<file path="src/hdl/tgcg_pkg.sv">
package tgcg_pkg;

  localparam int FONT_HEIGHT     = 16;
  localparam int FONT_WIDTH      = 8;
  localparam int COLUMNS_PER_ROW = 16;

  // Page rows advanced by one text row.
  localparam logic [7:0] PAGE_STEP = 8'(FONT_HEIGHT / 8);

  localparam logic [4:0] COLUMN_LIMIT = 5'(COLUMNS_PER_ROW);

  // Code point ranges of the flash glyph table, 32 bytes per glyph.
  localparam logic [31:0] RANGE1_BASE   = 32'h0000_3400;
  localparam logic [15:0] RANGE1_TOP    = 16'h3400 + 16'h19b5;
  localparam logic [31:0] RANGE2_OFFSET = 32'h0000_4e00 - 32'h0000_19b5 - 32'd1;
  localparam int          GLYPH_SHIFT   = 5;

  localparam logic [7:0] BYTE_NEWLINE   = 8'h0a;
  localparam logic [7:0] BYTE_BACKSPACE = 8'h08;
  localparam logic [7:0] BYTE_SPACE     = 8'h20;
  localparam logic [7:0] BYTE_DELETE    = 8'h7f;
  localparam logic [3:0] UTF8_LEAD3     = 4'he;

  localparam logic       OP_TEXT  = 1'b0;
  localparam logic       OP_CLEAR = 1'b1;

  localparam logic [1:0] KIND_ASCII = 2'd0;
  localparam logic [1:0] KIND_FLASH = 2'd1;
  localparam logic [1:0] KIND_FILL  = 2'd2;

  localparam logic [1:0] UTF8_IDLE  = 2'd0;
  localparam logic [1:0] UTF8_LEAD  = 2'd1;
  localparam logic [1:0] UTF8_SECND = 2'd2;

  localparam logic [6:0] WIDE_GLYPH_SIZE = 7'd16;

  typedef struct packed {
    logic [4:0] column_count;
    logic [7:0] page_row;
    logic [1:0] utf8_count;
    logic       inverted_mode;
  } cursor_t;

  typedef struct packed {
    logic [1:0]  command_kind;
    logic [6:0]  ascii_index;
    logic [31:0] flash_address;
    logic [7:0]  x_position;
    logic [7:0]  y_page;
    logic [6:0]  glyph_height;
    logic [6:0]  glyph_width;
    logic        inverted;
  } command_t;

endpackage

</file>
<file path="src/hdl/text_glyph_command_generator_core.sv">
// Channel   Direction  Handshake            Payload
// input     in         in_valid / in_stall  operation, byte_value, string_start
// output    out        out_valid / out_stall  command fields, one word per glyph or clear
// config    in/out     APB write/read       highlight_line at byte address 0
//
// One byte word is taken per cycle unless in_stall is high; a result reaches the
// output register at the edge where its byte leaves the input register.
// The cursor and UTF-8 state advance in the same cycle that the byte leaves the
// input register, so back-to-back bytes see each other's updates.
// Synchronous reset clears the cursor, the UTF-8 count and highlight_line (to -1).
// A stalled output word holds only bytes that produce a result; bytes that
// produce none still pass while the output waits.
module text_glyph_command_generator_core (
  input  logic        clk,
  input  logic        rst,
  input  logic        in_valid,
  output logic        in_stall,
  input  logic        operation,
  input  logic [7:0]  byte_value,
  input  logic        string_start,
  output logic        out_valid,
  input  logic        out_stall,
  output logic [1:0]  command_kind,
  output logic [6:0]  ascii_index,
  output logic [31:0] flash_address,
  output logic [7:0]  x_position,
  output logic [7:0]  y_page,
  output logic [6:0]  glyph_height,
  output logic [6:0]  glyph_width,
  output logic        inverted,
  input  logic        psel,
  input  logic        penable,
  input  logic        pwrite,
  input  logic [2:0]  paddr,
  input  logic [31:0] pwdata,
  output logic [31:0] prdata,
  output logic        pready
);

  logic signed [8:0]  highlight_line;
  logic               cfg_write;

  logic               s1_valid;
  logic               s1_operation;
  logic [7:0]         s1_byte;
  logic               s1_start;

  tgcg_pkg::cursor_t  cursor;
  tgcg_pkg::cursor_t  cursor_next;
  logic [1:0][7:0]    utf8_bytes;
  logic [1:0][7:0]    utf8_bytes_next;
  logic               has_result;
  tgcg_pkg::command_t result;
  tgcg_pkg::command_t out_word;
  logic               proceed;
  logic               accept;

  assign pready    = 1'b1;
  assign cfg_write = psel && penable && pwrite && !paddr[2];
  assign prdata    = paddr[2] ? 32'd0 : {{23{highlight_line[8]}}, highlight_line};

  always_ff @(posedge clk) begin
    if (rst) begin
      highlight_line <= -9'sd1;
    end else if (cfg_write) begin
      highlight_line <= pwdata[8:0];
    end
  end

  tgcg_engine u_engine (
    .cursor          (cursor),
    .utf8_bytes      (utf8_bytes),
    .highlight_line  (highlight_line),
    .operation       (s1_operation),
    .byte_value      (s1_byte),
    .string_start    (s1_start),
    .cursor_next     (cursor_next),
    .utf8_bytes_next (utf8_bytes_next),
    .has_result      (has_result),
    .result          (result)
  );

  assign proceed  = s1_valid && (!has_result || !out_valid || !out_stall);
  assign in_stall = s1_valid && !proceed;
  assign accept   = in_valid && !in_stall;

  always_ff @(posedge clk) begin
    if (rst) begin
      s1_valid  <= 1'b0;
      out_valid <= 1'b0;
      cursor    <= '0;
    end else begin
      if (accept) begin
        s1_valid <= 1'b1;
      end else if (proceed) begin
        s1_valid <= 1'b0;
      end
      if (proceed) begin
        cursor <= cursor_next;
      end
      if (proceed && has_result) begin
        out_valid <= 1'b1;
      end else if (!out_stall) begin
        out_valid <= 1'b0;
      end
    end
  end

  always_ff @(posedge clk) begin
    if (accept) begin
      s1_operation <= operation;
      s1_byte      <= byte_value;
      s1_start     <= string_start;
    end
    if (proceed) begin
      utf8_bytes <= utf8_bytes_next;
    end
    if (proceed && has_result) begin
      out_word <= result;
    end
  end

  assign command_kind  = out_word.command_kind;
  assign ascii_index   = out_word.ascii_index;
  assign flash_address = out_word.flash_address;
  assign x_position    = out_word.x_position;
  assign y_page        = out_word.y_page;
  assign glyph_height  = out_word.glyph_height;
  assign glyph_width   = out_word.glyph_width;
  assign inverted      = out_word.inverted;

  a_utf8_count_range: assert property (@(posedge clk) disable iff (rst)
    cursor.utf8_count != 2'd3)
    else $error("UTF-8 count left its range");

  a_clear_homes: assert property (@(posedge clk) disable iff (rst)
    proceed && s1_operation == tgcg_pkg::OP_CLEAR
    |=> cursor.column_count == 5'd0 && cursor.page_row == 8'd0)
    else $error("clear did not home the cursor");

  a_fill_blank: assert property (@(posedge clk) disable iff (rst)
    out_valid && command_kind == tgcg_pkg::KIND_FILL
    |-> x_position == 8'd0 && y_page == 8'd0 && !inverted)
    else $error("fill word carries cursor data");

  a_stall_needs_item: assert property (@(posedge clk) disable iff (rst)
    in_stall |-> s1_valid && out_valid && out_stall)
    else $error("input stalled with nothing waiting");

  a_result_lands: assert property (@(posedge clk) disable iff (rst)
    proceed && has_result |=> out_valid)
    else $error("result lost on the way to the output register");

endmodule

</file>
<file path="src/hdl/tgcg_engine.sv">
module tgcg_engine (
  input  tgcg_pkg::cursor_t        cursor,
  input  logic [1:0][7:0]          utf8_bytes,
  input  logic signed [8:0]        highlight_line,
  input  logic                     operation,
  input  logic [7:0]               byte_value,
  input  logic                     string_start,
  output tgcg_pkg::cursor_t        cursor_next,
  output logic [1:0][7:0]          utf8_bytes_next,
  output logic                     has_result,
  output tgcg_pkg::command_t       result
);

  tgcg_pkg::cursor_t wrapped;
  logic [15:0]       code_point;
  logic [31:0]       glyph_index;
  logic [7:0]        x_pos;

  always_comb begin
    wrapped = cursor;
    if (string_start) begin
      wrapped.inverted_mode = !highlight_line[8] && (highlight_line[7:0] == cursor.page_row);
    end
    // A full row wraps before the byte itself is handled.
    if (cursor.column_count >= tgcg_pkg::COLUMN_LIMIT) begin
      wrapped.column_count = '0;
      wrapped.page_row     = cursor.page_row + tgcg_pkg::PAGE_STEP;
    end
  end

  assign code_point = {utf8_bytes[0][3:0], utf8_bytes[1][5:0], byte_value[5:0]};
  assign glyph_index = (code_point > tgcg_pkg::RANGE1_TOP)
                     ? ({16'd0, code_point} - tgcg_pkg::RANGE2_OFFSET)
                     : ({16'd0, code_point} - tgcg_pkg::RANGE1_BASE);
  assign x_pos = 8'(1 + int'(wrapped.column_count) * tgcg_pkg::FONT_WIDTH);

  always_comb begin
    cursor_next     = cursor;
    utf8_bytes_next = utf8_bytes;
    has_result      = 1'b0;
    result          = '0;
    if (operation == tgcg_pkg::OP_CLEAR) begin
      cursor_next.column_count = '0;
      cursor_next.page_row     = '0;
      has_result               = 1'b1;
      result.command_kind      = tgcg_pkg::KIND_FILL;
    end else begin
      cursor_next         = wrapped;
      result.x_position   = x_pos;
      result.y_page       = wrapped.page_row;
      result.inverted     = wrapped.inverted_mode;
      priority if (cursor.utf8_count == tgcg_pkg::UTF8_LEAD) begin
        utf8_bytes_next[1]     = byte_value;
        cursor_next.utf8_count = tgcg_pkg::UTF8_SECND;
      end else if (cursor.utf8_count != tgcg_pkg::UTF8_IDLE) begin
        cursor_next.utf8_count   = tgcg_pkg::UTF8_IDLE;
        cursor_next.column_count = wrapped.column_count + 5'd2;
        has_result               = 1'b1;
        result.command_kind      = tgcg_pkg::KIND_FLASH;
        result.flash_address     = glyph_index << tgcg_pkg::GLYPH_SHIFT;
        result.glyph_height      = tgcg_pkg::WIDE_GLYPH_SIZE;
        result.glyph_width       = tgcg_pkg::WIDE_GLYPH_SIZE;
      end else if (byte_value[7:4] == tgcg_pkg::UTF8_LEAD3) begin
        utf8_bytes_next[0]     = byte_value;
        cursor_next.utf8_count = tgcg_pkg::UTF8_LEAD;
      end else if (byte_value == tgcg_pkg::BYTE_NEWLINE) begin
        cursor_next.column_count = '0;
        cursor_next.page_row     = wrapped.page_row + tgcg_pkg::PAGE_STEP;
      end else if (byte_value == tgcg_pkg::BYTE_BACKSPACE) begin
        cursor_next.column_count = wrapped.column_count;
      end else begin
        cursor_next.column_count = wrapped.column_count + 5'd1;
        if (byte_value >= tgcg_pkg::BYTE_SPACE && byte_value < tgcg_pkg::BYTE_DELETE) begin
          has_result          = 1'b1;
          result.command_kind = tgcg_pkg::KIND_ASCII;
          result.ascii_index  = 7'(byte_value - tgcg_pkg::BYTE_SPACE);
          result.glyph_height = 7'(tgcg_pkg::FONT_HEIGHT);
          result.glyph_width  = 7'(tgcg_pkg::FONT_WIDTH);
        end
      end
    end
  end

endmodule
</file>
<file path="config.mk">
export PLATFORM = sky130hd
export DESIGN_NAME = text_glyph_command_generator_core
export DESIGN_NICKNAME = d
export VERILOG_FILES = /design/src/hdl/tgcg_pkg.sv /design/src/hdl/text_glyph_command_generator_core.sv /design/src/hdl/tgcg_engine.sv
export SDC_FILE = /design/constraint.sdc
export NUM_CORES = 1
export LEC_CHECK = 0
export ABC_AREA = 1
export BUFFER_PORTS_ARGS = -buffer_cell sky130_fd_sc_hd__buf_2
export CAP_MARGIN = 20
export CORE_AREA = 2 2 106 134
export DETAILED_ROUTE_END_ITERATION = 10
export DIE_AREA = 0 0 108 136
export RECOVER_POWER = 50
export REMOVE_ABC_BUFFERS = 1
export SYNTH_ARGS = -nofsm -noshare
export SYNTH_HDL_FRONTEND = slang
export SYNTH_SLANG_ARGS = --single-unit
export TNS_END_PERCENT = 10
</file>
<file path="constraint.sdc">
create_clock -name clk -period 6.1 [get_ports clk]
set_input_delay 1.22 -clock clk [delete_from_list [all_inputs] [get_ports clk]]
set_output_delay 1.22 -clock clk [all_outputs]
set_load 0.05 [all_outputs]
</file>
==> results.ini <==
[setup_path]
cpPeakStageDelay_ns = 0.79
cp_slowest_cell = nor2_1
critical_path_class = primary input to output port
path_depth = 3
endpoint_kind = output port
r2r_cells = 11
cp.required_ns = 4.88
crit_buf_inv = 2
cp_data_arrival_time_ns = 2.61
cp_max_fo = 24
rr_startpoint = s1_byte[5]
cp-start-kind = primary input
path_cells = clkbuf_1 > nor2_1 > buf_2
cp_top_family = simple AND/OR/NAND/NOR gates
crit_start = paddr[2]

[floorplan]
rows = 48
pin_count = 159
die_w_um = 108
start_util_pct = 36.16
core_um2 = 13510
dieHeight_um = 136
die-area_um2 = 14690

[sta]
clock_skew_ns = 0.009658
fin_crit_ns = 3.835
max_slew_margin_pct = 35.49
rsz0062_at_grt = false
hold_viol_final = 0
worst_hold_slack_ns = 0.4798
fin_crit_sh_pct = 62.86
max_slew.worst_pin.slew_ns = 0.9641
setup_viol = 0
max_freq_mhz = 260.8
fin_tns_setup_ns = 0
fin_ws_ns = 2.265
slew_violations = 0

[layout]
utilization_pct = 41.00
n_fill_cell = 1425
final_common_cell = nand2_1
antenna_cells = 0
nets = 723
most-common-layout-cells = 116 x nand2_1, 88 x nor2_1, 70 x buf_2
register_area_um2 = 2382
drive_above_1_share_pct = 14.82
multi_input_area_um2 = 1799
area_growth_pct = 13.39

[route]
postRouteAntennaNets = 0
viasPerCell = 4.618
post-route-drc-count = 0
drtIter0Drc = 200
firstDrtPassIters = 4
wire_per_inst_um = 12.24
drt_wl_total_um = 10320
num_vias = 3893

[yosys]
ys_ff_latch = 88
synth_area_um2 = 4886
yosys_warnings = 0
synthesis.instances = 588
yosysSeqAreaShare_pct = 48.76
syn_avg_cell_area_um2 = 8.309
ys.flop_type = edfxtp_1
yosysUniqueCellTypes = 37
synthArstFlopShare_pct = 0
synth_enable_flop_cells = 62

[power]
power.switching_uw = 413.0
irDropWorstVdd_mv = 0.1361
p_int_uw = 1093
combPwrFrac_pct = 13.9
swShare_pct = 27.43
finalPower_uw = 1505
seqPwrFrac_pct = 44.7
power.density_nw_per_um2 = 271.7
p_leak_uw = 0.002377
clkPwrFrac_pct = 41.4

[clock_tree]
ctsHoldBuffers = 0
clock_path_buffers = 2
cts_tree = done
cts.reportedPaths.clkPinSlew_ns = 0.06
h-tree-depth = 3
post_cts_resized = 0
numClockSinks = 88
cts_made_buffers = 9
cts_root_buffer = clkbuf_16
postCtsSetupBuffers = 0
clk_latency_ns = 0.34

[placed_design]
gp_congestion = 0.8684
portBuffers = 113
dp_slack_ns = 2.307
dp_hpwl_um = 7986

[outcome]
status = completed

[min_path]
hp-start = cursor[1]
hold_path.class = register to register
hold_depth = 2

[global_routing]
antenna_found_initial = 0
grt_pass1_wl_um = 16630
track_usage_pct = 14.37
grt_pass1_vias = 3544
grt_max_degree = 31
grt-ovfl-total = 0

[run]
maxCapViolCount = 0

==> power groups by stage <==
stage | registers [uW] | clock network [uW] | logic (uW)
4_1_cts | 672 | 639 | 216
3_3_place_gp | 685 | 0 | 215
5_1_grt | 675 | 664 | 222
6_report | 672 | 624 | 209
2_1_floorplan | 731 | 0 | 119
3_5_place_dp | 685 | 0 | 215
==> through the flow <==
stage,instance area [um2],cells
final,5540,843
after detailed placement,5283,827
after CTS,5625,843
after global placement,5283,827
after floorplan,4491,538
after global routing,5540,843
==> Yosys cell counts (all sizes together) (2+ instances only) <==
| cell | number | area (um2) |
|---|---|---|
| xor2 | 12 | 105.1 |
| xnor2 | 3 | 26.28 |
| nor3 | 12 | 65.06 |
| conb | 2 | 7.510 |
| ha | 8 | 100.1 |
| dfxtp | 26 | 520.5 |
| nor2 | 92 | 360.3 |
| clkbuf | 10 | 37.54 |
| nand4 | 7 | 43.79 |
| inv | 73 | 274.0 |
| edfxtp | 62 | 1862 |
| o211ai | 11 | 82.58 |
| nor4 | 4 | 25.02 |
| buf | 59 | 429.2 |
| nand2 | 118 | 457.9 |
| a21oi | 38 | 201.5 |
| nand3 | 26 | 140.1 |
| o21ai | 15 | 75.07 |
| o22ai | 3 | 18.77 |
==> area by class of cell <==
type	count	share of cell area, %
multi-input combinational	376	32.48
sequential	88	43.00
tap	175	3.952
timing repair buffer	114	9.372
clock buffer	9	4.065
clock inverter	7	2.123
inverter	74	5.014
==> metal layers <==
metal,track usage (%),vias up,share of wire [%]
li1,-,1987,-
met1,15.58,1741,40
met2,27.08,151,52
met3,2.828,14,6.4
met4,5.627,0,1.6
met5,0,-,0
==> path summary, 6_finish.rpt <==
check,end,slack (ns)
min,cursor[1],0.48
min reg2reg,cursor[1],0.48
max,prdata[8],2.27
max reg2reg,ascii_index[6],2.72
==> sequential cells by signal, summed over array words and instances, names as in the netlist, 2 cells and up <==
name and flops:
ascii_index 7, command_kind 2, cursor 15, flash_address 17, highlight_line 9, s1_byte 8
utf8_bytes 10, x_position 6, y_page 7
==> worst min-delay path, stage by stage, from the launching register on <==
cell,delay [ns]
dfxtp_1,0.32
nand2_1,0.06
a21oi_1,0.05
==> logic make-up after synthesis <==
| kind of cell | synth area share, % |
|---|---|
| XOR/XNOR | 2.689 |
| buffers and inverters | 15.24 |
| AO/OA/AOI/OAI | 8.528 |
| multiplexers | 0.2305 |
| AND/OR/NAND/NOR | 22.36 |
| other | 0.1537 |
| flip-flops | 48.76 |
| adder cells (fa/ha/maj) | 2.049 |
No activity file was read; power rests on OpenSTA's default activity.
